<file path="src/hw/rtl/wies_pkg.sv">
package wies_pkg;

  localparam int CFG_W     = 24;
  localparam int CFG_IDX_W = 1;

  localparam logic [CFG_IDX_W-1:0] CFG_OUI   = 1'b0;
  localparam logic [CFG_IDX_W-1:0] CFG_LIMIT = 1'b1;

  localparam logic [23:0] OUI_RESET   = 24'h0050f2;
  localparam logic [7:0]  LIMIT_RESET = 8'd128;

  localparam logic [1:0] PHASE_ID   = 2'd0;
  localparam logic [1:0] PHASE_LEN  = 2'd1;
  localparam logic [1:0] PHASE_DATA = 2'd2;

  localparam logic [7:0] ID_SSID      = 8'd0;
  localparam logic [7:0] ID_RATES     = 8'd1;
  localparam logic [7:0] ID_RSN       = 8'd48;
  localparam logic [7:0] ID_EXT_RATES = 8'd50;
  localparam logic [7:0] ID_VENDOR    = 8'd221;

  localparam logic [7:0] VENDOR_MIN_LEN = 8'd4;
  localparam logic [7:0] OUI_BYTES      = 8'd3;

  localparam logic [1:0] STAT_OK   = 2'd0;
  localparam logic [1:0] STAT_OPEN = 2'd1;
  localparam logic [1:0] STAT_STOP = 2'd2;

  localparam logic KIND_CHAR = 1'b0;
  localparam logic KIND_SUM  = 1'b1;

  typedef struct packed {
    logic [1:0] phase;
    logic [7:0] cur_id;
    logic [7:0] cur_len;
    logic [7:0] left;
    logic       oui_match;
    logic [5:0] pend_rate;
    logic [5:0] comm_rate;
    logic       security;
    logic       stopped;
  } run_t;

  typedef struct packed {
    logic ssid_clear;
    logic ssid_take;
  } ssid_op_t;

  localparam run_t RUN_RESET = '{
    phase:     PHASE_ID,
    cur_id:    8'd0,
    cur_len:   8'd0,
    left:      8'd0,
    oui_match: 1'b1,
    pend_rate: 6'd0,
    comm_rate: 6'd0,
    security:  1'b0,
    stopped:   1'b0
  };

endpackage

</file>
<file path="src/hw/rtl/wies_if.sv">
interface wies_in_if;
  logic       valid;
  logic       ready;
  logic [7:0] elem_byte;
  logic       list_end;

  modport source (output valid, output elem_byte, output list_end, input ready);
  modport sink   (input valid, input elem_byte, input list_end, output ready);
endinterface

interface wies_out_if;
  logic       valid;
  logic       ready;
  logic       item_kind;
  logic [7:0] ssid_char;
  logic [5:0] best_rate;
  logic       has_security;
  logic [5:0] ssid_length;
  logic [1:0] parse_status;
  logic       run_last;

  modport source (output valid, output item_kind, output ssid_char, output best_rate,
                  output has_security, output ssid_length, output parse_status,
                  output run_last, input ready);
  modport sink   (input valid, input item_kind, input ssid_char, input best_rate,
                  input has_security, input ssid_length, input parse_status,
                  input run_last, output ready);
endinterface

</file>
<file path="src/hw/rtl/wies_step.sv">
module wies_step (
  input  wies_pkg::run_t     cur,
  input  logic [7:0]         b,
  input  logic [23:0]        vendor_oui,
  input  logic [7:0]         id_limit,
  output wies_pkg::run_t     nxt,
  output wies_pkg::ssid_op_t op
);
  import wies_pkg::*;

  logic [7:0] pos;
  logic [7:0] want;
  logic [5:0] rate;
  logic       fin;
  logic       is_rates;

  always_comb begin
    pos  = cur.cur_len - cur.left;
    rate = b[6:1];
    case (pos[1:0])
      2'd0:    want = vendor_oui[23:16];
      2'd1:    want = vendor_oui[15:8];
      default: want = vendor_oui[7:0];
    endcase
    is_rates = (cur.cur_id == ID_RATES) || (cur.cur_id == ID_EXT_RATES);
    nxt = cur;
    op  = '0;
    fin = 1'b0;
    if (!cur.stopped) begin
      case (cur.phase)
        PHASE_LEN: begin
          nxt.cur_len   = b;
          nxt.left      = b;
          op.ssid_clear = (cur.cur_id == ID_SSID);
          nxt.pend_rate = cur.comm_rate;
          nxt.oui_match = 1'b1;
          nxt.phase     = PHASE_DATA;
          fin           = (b == 8'd0);
        end
        PHASE_DATA: begin
          if (cur.cur_id == ID_SSID) begin
            op.ssid_take = 1'b1;
          end else if (is_rates) begin
            if (rate > cur.pend_rate) nxt.pend_rate = rate;
          end else if (cur.cur_id == ID_VENDOR && pos < OUI_BYTES && b != want) begin
            nxt.oui_match = 1'b0;
          end
          nxt.left = cur.left - 8'd1;
          fin      = (cur.left == 8'd1);
        end
        default: begin
          if (b >= id_limit && b != ID_VENDOR) begin
            nxt.stopped = 1'b1;
          end else begin
            nxt.cur_id = b;
            nxt.phase  = PHASE_LEN;
          end
        end
      endcase
      if (fin) begin
        nxt.phase = PHASE_ID;
        if (nxt.cur_id == ID_RATES || nxt.cur_id == ID_EXT_RATES) begin
          nxt.comm_rate = nxt.pend_rate;
        end else if (nxt.cur_id == ID_RSN) begin
          nxt.security = 1'b1;
        end else if (nxt.cur_id == ID_VENDOR && nxt.cur_len >= VENDOR_MIN_LEN &&
                     nxt.oui_match) begin
          nxt.security = 1'b1;
        end
      end
    end
  end

endmodule

</file>
<file path="src/hw/rtl/wifi_info_element_scanner_top.sv">
// 802.11 information-element scanner. Takes the element list one byte per word on in_ch,
// one word per cycle, and keeps the SSID in an on-chip store of SSID_BYTES entries. The
// word marked list_end closes the run: the block then reads the SSID back out of the store
// through its single read port, one entry per cycle while out_ch does not stall, and sends
// n character words followed by one summary word on out_ch (n is the reported ssid_length,
// at most 32). in_ch is held off after a list_end word until those reads and the summary
// word have been issued, which takes longer while out_ch holds off the words already read;
// otherwise a byte is taken every cycle, also while a result still waits on out_ch. Registers
// vendor_oui (index 0) and id_limit (index 1) are written through cfg_we/cfg_idx/cfg_data.
module wifi_info_element_scanner_top #(
  parameter int SSID_BYTES = 32
) (
  input  logic                            clk,
  input  logic                            rst,
  wies_in_if.sink                         in_ch,
  wies_out_if.source                      out_ch,
  input  logic                            cfg_we,
  input  logic [wies_pkg::CFG_IDX_W-1:0]  cfg_idx,
  input  logic [wies_pkg::CFG_W-1:0]      cfg_data
);
  import wies_pkg::*;

  localparam int CW       = $clog2(SSID_BYTES + 1);
  localparam int AW       = (SSID_BYTES > 1) ? $clog2(SSID_BYTES) : 1;
  localparam int EMIT_MAX = (SSID_BYTES < 32) ? SSID_BYTES : 32;

  logic [23:0]   vendor_oui;
  logic [7:0]    id_limit;
  run_t          run;
  run_t          run_next;
  ssid_op_t      op;
  logic [CW-1:0] ssid_count;
  logic [CW-1:0] ssid_count_next;
  logic [7:0]    mem [SSID_BYTES];
  logic [7:0]    rd_data;

  logic          draining;
  logic [CW-1:0] rd_idx;
  logic [CW-1:0] emit_n;
  logic [5:0]    sum_rate;
  logic          sum_sec;
  logic [1:0]    sum_stat;

  logic          s1_valid;
  logic          s1_kind;
  logic [5:0]    s1_rate;
  logic          s1_sec;
  logic [5:0]    s1_len;
  logic [1:0]    s1_stat;

  logic          out_valid;
  logic          out_kind;
  logic [7:0]    out_char;
  logic [5:0]    out_rate;
  logic          out_sec;
  logic [5:0]    out_len;
  logic [1:0]    out_stat;
  logic          out_last;

  logic          in_acc;
  logic          wr_en;
  logic          issue;
  logic          issue_char;
  logic          out_load;
  logic [1:0]    end_stat;
  logic [CW-1:0] n_raw;
  logic [CW-1:0] n_clamp;

  wies_step u_step (
    .cur        (run),
    .b          (in_ch.elem_byte),
    .vendor_oui (vendor_oui),
    .id_limit   (id_limit),
    .nxt        (run_next),
    .op         (op)
  );

  assign in_ch.ready = !draining;
  assign in_acc      = in_ch.valid && in_ch.ready;
  assign wr_en       = in_acc && op.ssid_take && (ssid_count < CW'(SSID_BYTES));
  assign out_load    = s1_valid && (!out_valid || out_ch.ready);
  assign issue       = draining && (!s1_valid || out_load);
  assign issue_char  = issue && (rd_idx < emit_n);

  always_comb begin
    if (op.ssid_clear) begin
      ssid_count_next = '0;
    end else if (op.ssid_take && ssid_count < CW'(SSID_BYTES)) begin
      ssid_count_next = CW'(ssid_count + 1'b1);
    end else begin
      ssid_count_next = ssid_count;
    end
    if (run_next.stopped) begin
      end_stat = STAT_STOP;
    end else if (run_next.phase == PHASE_LEN || run_next.phase == PHASE_DATA) begin
      end_stat = STAT_OPEN;
    end else begin
      end_stat = STAT_OK;
    end
    if (end_stat == STAT_OPEN && run_next.phase == PHASE_DATA &&
        run_next.cur_id == ID_SSID) begin
      n_raw = '0;
    end else begin
      n_raw = ssid_count_next;
    end
    n_clamp = (n_raw > CW'(EMIT_MAX)) ? CW'(EMIT_MAX) : n_raw;
  end

  // control state
  always_ff @(posedge clk) begin
    if (rst) begin
      vendor_oui <= OUI_RESET;
      id_limit   <= LIMIT_RESET;
      run        <= RUN_RESET;
      ssid_count <= '0;
      draining   <= 1'b0;
      rd_idx     <= '0;
      s1_valid   <= 1'b0;
      out_valid  <= 1'b0;
    end else begin
      if (cfg_we) begin
        case (cfg_idx)
          CFG_OUI:   vendor_oui <= cfg_data[23:0];
          CFG_LIMIT: id_limit   <= cfg_data[7:0];
          default:   ;
        endcase
      end
      if (in_acc) begin
        if (in_ch.list_end) begin
          run        <= RUN_RESET;
          ssid_count <= '0;
          draining   <= 1'b1;
          rd_idx     <= '0;
        end else begin
          run        <= run_next;
          ssid_count <= ssid_count_next;
        end
      end
      if (issue) begin
        s1_valid <= 1'b1;
        if (issue_char) begin
          rd_idx <= CW'(rd_idx + 1'b1);
        end else begin
          draining <= 1'b0;
        end
      end else if (out_load) begin
        s1_valid <= 1'b0;
      end
      if (out_load) begin
        out_valid <= 1'b1;
      end else if (out_ch.ready) begin
        out_valid <= 1'b0;
      end
    end
  end

  // ssid store and result payload
  always_ff @(posedge clk) begin
    if (wr_en) begin
      mem[ssid_count[AW-1:0]] <= in_ch.elem_byte;
    end
    if (issue_char) begin
      rd_data <= mem[rd_idx[AW-1:0]];
    end
    if (in_acc && in_ch.list_end) begin
      emit_n   <= n_clamp;
      sum_rate <= run_next.comm_rate;
      sum_sec  <= run_next.security;
      sum_stat <= end_stat;
    end
    if (issue) begin
      s1_kind <= issue_char ? KIND_CHAR : KIND_SUM;
      s1_rate <= sum_rate;
      s1_sec  <= sum_sec;
      s1_len  <= 6'(emit_n);
      s1_stat <= sum_stat;
    end
    if (out_load) begin
      out_kind <= s1_kind;
      if (s1_kind == KIND_CHAR) begin
        out_char <= rd_data;
        out_rate <= 6'd0;
        out_sec  <= 1'b0;
        out_len  <= 6'd0;
        out_stat <= STAT_OK;
        out_last <= 1'b0;
      end else begin
        out_char <= 8'd0;
        out_rate <= s1_rate;
        out_sec  <= s1_sec;
        out_len  <= s1_len;
        out_stat <= s1_stat;
        out_last <= 1'b1;
      end
    end
  end

  assign out_ch.valid        = out_valid;
  assign out_ch.item_kind    = out_kind;
  assign out_ch.ssid_char    = out_char;
  assign out_ch.best_rate    = out_rate;
  assign out_ch.has_security = out_sec;
  assign out_ch.ssid_length  = out_len;
  assign out_ch.parse_status = out_stat;
  assign out_ch.run_last     = out_last;

endmodule

</file>
<file path="src/flat_wrapper.sv">
// flat-port wrapper written by rule: the top's interface ports become plain ports
module wifi_info_element_scanner_top_flat import wies_pkg::*;
#(
  parameter int SSID_BYTES = 32
)
  (clk, rst, cfg_we, cfg_idx, cfg_data, in_ch_valid, in_ch_elem_byte, in_ch_list_end, in_ch_ready, out_ch_valid, out_ch_item_kind, out_ch_ssid_char, out_ch_best_rate, out_ch_has_security, out_ch_ssid_length, out_ch_parse_status, out_ch_run_last, out_ch_ready);
  wies_in_if in_ch_i ();
  wies_out_if out_ch_i ();
  input  logic clk;
  input  logic rst;
  input  logic cfg_we;
  input  logic [wies_pkg::CFG_IDX_W-1:0] cfg_idx;
  input  logic [wies_pkg::CFG_W-1:0] cfg_data;
  input wire logic [$bits(in_ch_i.valid)-1:0] in_ch_valid;
  input wire logic [$bits(in_ch_i.elem_byte)-1:0] in_ch_elem_byte;
  input wire logic [$bits(in_ch_i.list_end)-1:0] in_ch_list_end;
  output wire logic [$bits(in_ch_i.ready)-1:0] in_ch_ready;
  output wire logic [$bits(out_ch_i.valid)-1:0] out_ch_valid;
  output wire logic [$bits(out_ch_i.item_kind)-1:0] out_ch_item_kind;
  output wire logic [$bits(out_ch_i.ssid_char)-1:0] out_ch_ssid_char;
  output wire logic [$bits(out_ch_i.best_rate)-1:0] out_ch_best_rate;
  output wire logic [$bits(out_ch_i.has_security)-1:0] out_ch_has_security;
  output wire logic [$bits(out_ch_i.ssid_length)-1:0] out_ch_ssid_length;
  output wire logic [$bits(out_ch_i.parse_status)-1:0] out_ch_parse_status;
  output wire logic [$bits(out_ch_i.run_last)-1:0] out_ch_run_last;
  input wire logic [$bits(out_ch_i.ready)-1:0] out_ch_ready;
  assign in_ch_i.valid = in_ch_valid;
  assign in_ch_i.elem_byte = in_ch_elem_byte;
  assign in_ch_i.list_end = in_ch_list_end;
  assign in_ch_ready = in_ch_i.ready;
  assign out_ch_valid = out_ch_i.valid;
  assign out_ch_item_kind = out_ch_i.item_kind;
  assign out_ch_ssid_char = out_ch_i.ssid_char;
  assign out_ch_best_rate = out_ch_i.best_rate;
  assign out_ch_has_security = out_ch_i.has_security;
  assign out_ch_ssid_length = out_ch_i.ssid_length;
  assign out_ch_parse_status = out_ch_i.parse_status;
  assign out_ch_run_last = out_ch_i.run_last;
  assign out_ch_i.ready = out_ch_ready;
  wifi_info_element_scanner_top #(.SSID_BYTES(SSID_BYTES)) u_core (.clk(clk), .rst(rst), .in_ch(in_ch_i), .out_ch(out_ch_i), .cfg_we(cfg_we), .cfg_idx(cfg_idx), .cfg_data(cfg_data));
endmodule
</file>
<file path="config.mk">
export PLATFORM = sky130hd
export DESIGN_NAME = wifi_info_element_scanner_top_flat
export DESIGN_NICKNAME = d
export VERILOG_FILES = /design/src/hw/rtl/wies_pkg.sv /design/src/hw/rtl/wies_if.sv /design/src/hw/rtl/wies_step.sv /design/src/hw/rtl/wifi_info_element_scanner_top.sv /design/src/flat_wrapper.sv
export SDC_FILE = /design/constraint.sdc
export NUM_CORES = 1
export LEC_CHECK = 0
export ABC_CLOCK_PERIOD_IN_PS = 5690
export BUFFER_PORTS_ARGS = -buffer_cell sky130_fd_sc_hd__buf_2
export CAP_MARGIN = 30
export CORE_UTILIZATION = 23
export DETAILED_ROUTE_END_ITERATION = 7
export PLACE_DENSITY = 0.39
export SETUP_SLACK_MARGIN = 0.5
export SLEW_MARGIN = 20
export SYNTH_ARGS = -nofsm -noshare
export SYNTH_HDL_FRONTEND = slang
export SYNTH_SLANG_ARGS = --single-unit
</file>
<file path="constraint.sdc">
create_clock -name clk -period 5.69 [get_ports clk]
set_clock_uncertainty 0.05 [all_clocks]
set_input_delay 1.707 -clock clk [delete_from_list [all_inputs] [get_ports clk]]
set_output_delay 1.707 -clock clk [all_outputs]
set_load 0.03 [all_outputs]
</file>
Word level (Yosys, flattened, before mapping)
Memories as Yosys holds them, arrays and structs flattened. A register that Yosys moved wholly into a read port is not among the register bits.
Index checks and enable logic that the tools add are counted.
{ "totals": {"out_inout_bits": 27, "mem_count": 1, "wordCells": 149, "register_bits": 144, "ramBits": 256, "input_bits": 39} }
{ "classes": {"add_sub_neg": 4, "muxes": 52, "magnitude_cmp": 7, "n_reduce_logical": 35, "n_bitwise": 1, "eq_ne": 17} }
{ "mem_list": {"columns": ["name", "words", "width", "read_ports", "rd_clocked_by_memory_dff", "wr", "line_no", "text"], "rows": [
  ["u_core.mem", 32, 8, 1, 1, 1, "wifi_info_element_scanner_top.sv:34", "logic [7:0] mem [SSID_BYTES];"]
]} }
{ "op_table": {"columns": ["cell", "n"], "rows": [
  ["2-to-1 mux 41 bit", 2],
  ["2-to-1 mux 6 bit", 11],
  ["2-to-1 mux 8 bit", 4],
  ["case mux 15 bit (2 select lines)", 1],
  ["equality test 8 x 1 -> 1 bit, second input constant", 3],
  ["equality test 8 x 6 -> 1 bit, second input constant", 3],
  ["logical NOT 8 bit", 3],
  ["2-to-1 mux 1 bit", 24],
  ["equality test 8 bit, second input constant", 2],
  ["case mux 8 bit (2 select lines)", 1],
  ["logical AND 1 bit", 15],
  ["2-to-1 mux 15 bit", 1],
  ["2-to-1 mux 7 bit", 2],
  ["adder 6 x 1 -> 6 bit, second input constant", 2],
  ["2-to-1 mux 10 bit", 1],
  ["equality test 2 x 1 -> 1 bit, second input constant", 4],
  ["greater-or-equal comparator 8 x 3 -> 1 bit, second input constant", 1],
  ["greater-or-equal comparator 8 bit", 1],
  ["less-than comparator 8 x 2 -> 1 bit, second input constant", 1],
  ["!= test 8 bit", 1],
  ["!= test 8 bit, second input constant", 1],
  ["subtractor 8 x 1 -> 8 bit, second input constant", 1],
  ["subtractor 8 bit", 1],
  ["> comparator 6 bit", 1],
  ["other kinds (17)", 29]
]} }

Logic depth before layout (Yosys ltp)
{ "logic_depth": {"depth_word": 25, "depth_mapped": 14} }

Cells and area by module
A second synthesis with hierarchy kept.
{ "unflattened": {"hier_cells": 1372, "area_unflattened_um2": 17927.2} }
{ "by_module_without_submodules": {"columns": ["mod", "cells_each", "instances", "seq_area_each_um2", "area_each_um2"], "rows": [
  ["wifi_info_element_scanner_top", 1054, 1, 11340.9, 15897.7],
  ["wies_step", 318, 1, 0.0, 2029.4]
]} }

Least setup slack after synthesis
OpenSTA, ideal clock, no wires.
{ "synth_timing": {"path_type": "in2reg", "startpoint": "input in_ch_elem_byte[0]", "endpoint": "register u_core.emit_n[0], data pin", "path_buffers": 1, "arrival_ns": 4.141, "cell_stages": 13, "setup_slack_ns": 1.225, "setup_ns": 0.275, "path_cell_list": "clkbuf_1 -> inv_1 -> ha_1 -> nand2b_1 -> a2111oi_0 -> or4_4 -> nand2_2 -> nor3b_4 -> o221ai_1 -> ha_1 -> nor2_1 -> a31o_2 -> nor3_1"} }
{ "synth_via": {"elab_chain_cells": 15} }
{ "synth_rtl": {"columns": ["item", "line_no", "text"], "rows": [
  ["start, declared", "flat_wrapper.sv:15", "input wire logic [$bits(in_ch_i.elem_byte)-1:0] in_ch_elem_byte;"],
  ["greater-or-equal comparator 8 bit or != test 8 bit (tied branches)", "wies_step.sv:52", "if (b >= id_limit && b != ID_VENDOR) begin"],
  ["logical AND 1 bit", "wies_step.sv:52", null],
  ["2-to-1 mux 10 bit", "wies_step.sv:52", null],
  ["case mux 2 bit (2 select lines)", "wies_step.sv:30", "case (cur.phase)"],
  ["2-to-1 mux 2 bit", "wies_step.sv:60", "if (fin) begin"],
  ["2-to-1 mux 41 bit (*)", "wies_step.sv:29", "if (!cur.stopped) begin"],
  ["equality test 2 x 1 -> 1 bit or equality test 2 bit (tied branches)", "wifi_info_element_scanner_top.sv:95", "end else if (run_next.phase == PHASE_LEN || run_next.phase == PHASE_DATA) begin"],
  ["logical OR 1 bit", "wifi_info_element_scanner_top.sv:95", null],
  ["2-to-1 mux 1 bit", "wifi_info_element_scanner_top.sv:95", null],
  ["2-to-1 mux 2 bit (*)", "wifi_info_element_scanner_top.sv:93", "if (run_next.stopped) begin"],
  ["via u_core.end_stat[0]", "wifi_info_element_scanner_top.sv:65", "logic [1:0] end_stat;"],
  ["equality test 2 x 1 -> 1 bit (*)", "wifi_info_element_scanner_top.sv:100", "if (end_stat == STAT_OPEN && run_next.phase == PHASE_DATA &&"],
  ["logical AND 1 bit (*) (2 in series)", "wifi_info_element_scanner_top.sv:100", null],
  ["2-to-1 mux 6 bit (*)", "wifi_info_element_scanner_top.sv:100", null],
  ["> comparator 6 bit", "wifi_info_element_scanner_top.sv:106", "n_clamp = (n_raw > CW'(EMIT_MAX)) ? CW'(EMIT_MAX) : n_raw;"],
  ["end signal, assigned", "wifi_info_element_scanner_top.sv:166", "emit_n <= n_clamp;"],
  ["end, declared", "wifi_info_element_scanner_top.sv:39", "logic [CW-1:0] emit_n;"]
]} }
The timed path passes the listed nets; every way through them passes the cells marked *. The select of a mux whose other input is x is not followed.
A chain may end at the register's enable or synchronous reset.

==> summary.md <==
| Metric | Value |
|---|---|
| Layout area overhead | 17.6% |
| Ys flop type | edfxtp_1 |
| Register area share after synthesis | 0.658 |
| Tot GR Track Use | 0.120 |
| Syn Std Cell Area | 17,200 sq um |
| Syn Area/Cell | around 14 sq um |
| Vias after detailed routing | approximately 10,000 |
| CTS Buffer Depth | 3 |
| Reg power frac | 0.503 |
| Final Critical Period | ~4 ns |
| Worst EP arrival | 4.40 ns |
| Setup TNS | 0 ns |
| Post-route setup slack | 1.57 ns |
| Synthesized Nets | between 1,000 and 1,500 |
| NetSw | 0.00149 W |
| Row Count | 100 |
| Worst rel slew slack | 0.376 |
| Sinks on Clock Net | 407 |
| Initial antenna violation count | 5 |
| Clock network power share | 0.443 |
| Clock buffers created by TritonCTS | 48 |
| DRC Markers | 4 |
| Vias/cell | 4.42 |
| Final Max Slew Viols | 0 |
| Ys Warns | 0 |
| Worst-Skew Late Latency | 0.58 ns |
| DRT Pass-1 Iters | 8 |
| Count of different cell masters after synthesis | 72 |
| First-pass GRT wire length | 67,700 um |
| Pwr/cell area | approximately 320 nW/um^2 |
| Sw Ratio | 0.229 |
| CTS tree | done |
| Failing checks | DRC |
| I/O Pins | 66 |
| PortBufs | 65 |
| Core area | 74,300 sq um |
| Largest net degree at the start of global routing | 45 |
| Tcrit/Tclk final | 0.725 |
| Logic pwr share | 0.055 |
| Synth Register Bits | just over 400 |
| EDFF count, synth | around 320 |
| Placement Setup Slack | roughly 1 ns |
| Final hold vios | 0 |
| Max FO, Critical Path | 25 |
| Post-Syn Instances | 1,195 |
| CTS clk-pin slew, worst paths | 0.06 ns |
| H-tree depth | 2 |
| Post-synth ARST share | 0 |
| Root buf cell | clkbuf_16 |
| Type of origin of the critical path | flop |
| HPWL Detailed | 30,400 um |
| Die Area | between 70,000 and 80,000 sq um |
| DR WL/cell | 19.8 um |
| ANT nets after route | 0 |
| Max-cap viol count | 0 |
| Layout cells sized above 1 | 0.203 |
| Die X | 276 um |
| CTS resizes | 0 |
| Postcts setup bufs | 0 |
| VDD IR-drop max | 0.000191 V |
| Grt ovf | 0 |
| HP Class | reg -> reg |
| GP Congestion | 0.750 |
| Unrepaired setup endpoints after global routing | no |
| Kind of critical path | reg -> reg |
| Critical Path End Type | flop |
| Drt first-iter violations | between 600 and 700 |
| Internal power | 0.00501 W |
| Starting Density | 0.232 |
| Leak Pwr | 6.64 nW |
| Cts hold-fix bufs | 0 |
| Post-Route WL | around 45,000 um |
| Worst path required time | slightly below 6 ns |
| Most frequent cells in the layout | 319 x edfxtp_1, 132 x nand2_1, 94 x nor2_1, 86 x dfxtp_1, 80 x mux4_2 |
| Die Y | 276 um |
| Final #Nets | approximately 1,400 |
| Vias in the first global route | 10,300 |
| Status | finished with violations |
| Max Clk Rate | 243 MHz |
| Worst-Margin Slew | 0.932 ns |
| # fillers | about 7,600 |
| Setup violators final | 0 |
| Commonest non-fill, non-tap cell in the layout | edfxtp_1 |
[stage by stage]
| step | power (W) | std cells | instance area, sq um | hold slack, ns | util |
|---|---|---|---|---|---|
| after CTS | 0.00661 | 2282 | 20200 | 0.378 | 0.272 |
| final | 0.00650 | 2288 | 20300 | 0.375 | 0.273 |
| after floorplan | 0.00354 | 1195 | 17200 | 0.350 | - |
| after detailed placement | 0.00369 | 2198 | 18800 | 0.365 | 0.253 |
| after global routing | 0.00674 | 2287 | 20300 | 0.386 | 0.273 |
| after global placement | 0.00369 | 2187 | 18700 | 0.357 | 0.251 |
[cell usage after synthesis (3+ instances only)]
cell / count / area, sq um
a211o_1: 3 / 26.3
a211oi_1: 7 / 52.6
a21o_1: 7 / 52.6
a21oi_1: 37 / 185
a222oi_1: 6 / 60.1
a22oi_1: 26 / 195
a31oi_1: 5 / 31.3
and2_1: 19 / 119
and3_1: 3 / 18.8
buf_1: 7 / 26.3
buf_2: 11 / 55.1
clkbuf_1: 42 / 158
clkinv_1: 3 / 11.3
dfxtp_1: 88 / 1760
edfxtp_1: 319 / 9580
ha_1: 36 / 450
inv_1: 50 / 188
mux2_2: 4 / 45.0
mux2i_1: 8 / 80.1
mux4_2: 80 / 1800
nand2_1: 132 / 495
nand2b_1: 7 / 43.8
nand3_1: 16 / 80.1
nand3b_1: 12 / 90.1
nand4_1: 9 / 56.3
nand4b_1: 6 / 52.6
nor2_1: 95 / 357
nor2b_1: 23 / 144
nor3_1: 17 / 85.1
nor3b_1: 3 / 22.5
nor4_1: 3 / 18.8
o211a_1: 5 / 50.1
o211ai_1: 4 / 30.0
o21ai_0: 23 / 115
o21ai_1: 3 / 15.0
o32ai_1: 12 / 105
or4_1: 5 / 37.5
xnor2_1: 10 / 87.6
xor2_1: 7 / 61.3
[area by class of cell]
| cell class | count | area (sq um) | share of cell area |
|---|---|---|---|
| multi-input combinational | 672 | 5440 | 0.268 |
| inverter | 53 | 199 | 0.00981 |
| clock inverter | 26 | 208 | 0.0102 |
| tap | 969 | 1210 | 0.0598 |
| sequential | 407 | 11300 | 0.560 |
| clock buffer | 58 | 1240 | 0.0611 |
| timing repair buffer | 102 | 632 | 0.0312 |
| antenna | 1 | 2.50 | 0.000123 |
[worst max-delay path, cell delays in order, from the launching register on]
cell	delay (ns)
dfxtp_1	0.42
ha_1	0.20
inv_1	0.06
fa_1	1.02
clkinv_1	0.48
a211o_1	0.36
nand4b_1	0.10
nor4_1	0.09
o41ai_1	0.55
nor3_2	0.10
o31ai_1	0.34
nand2_1	0.10
[worst paths after layout]
check	start	to	slack, ns	cells after the start
worst max-delay path	u_core.run[15]	u_core.sum_sec	1.57	11
worst min-delay path	u_core.sum_rate[0]	u_core.s1_rate[0]	0.38	0
worst max register to register	u_core.run[15]	u_core.sum_sec	1.57	11
worst min register to register	u_core.sum_rate[0]	u_core.s1_rate[0]	0.38	0
[metal layers]
layer	vias to the layer above	part of all wire	global-route usage
li1	4737	-	-
met1	5142	0.46	0.158
met2	172	0.49	0.201
met3	61	0.034	0.0217
met4	0	0.019	0.0312
met5	-	0	0
[kinds of logic after synthesis]
logic type,count (synthesis),share of synthesized area
fa+ha+maj,37,0.0273
mux,92,0.112
simple gates,365,0.102
xor+xnor,17,0.00864
buf+inv,116,0.0268
compound gates,161,0.0657
flops,407,0.658
[sequential cells by signal (all words and copies together), names as in the netlist, 8 cells and up]
name                     cells
u_core.mem                 256
u_core.id_limit              8
u_core.rd_data               8
u_core.vendor_oui           24
u_core.run                  41
u_core.out_ch.ssid_char      8
[power groups by stage]
stage	sequential (W)	combinational, W	clock [W]
3_5_place_dp	0.00334	0.000350	0
4_1_cts	0.00328	0.000351	0.00298
3_3_place_gp	0.00334	0.000348	0
5_1_grt	0.00327	0.000393	0.00307
6_report	0.00327	0.000355	0.00288
2_1_floorplan	0.00333	0.000215	0
Power figures use the tool's default switching activity.
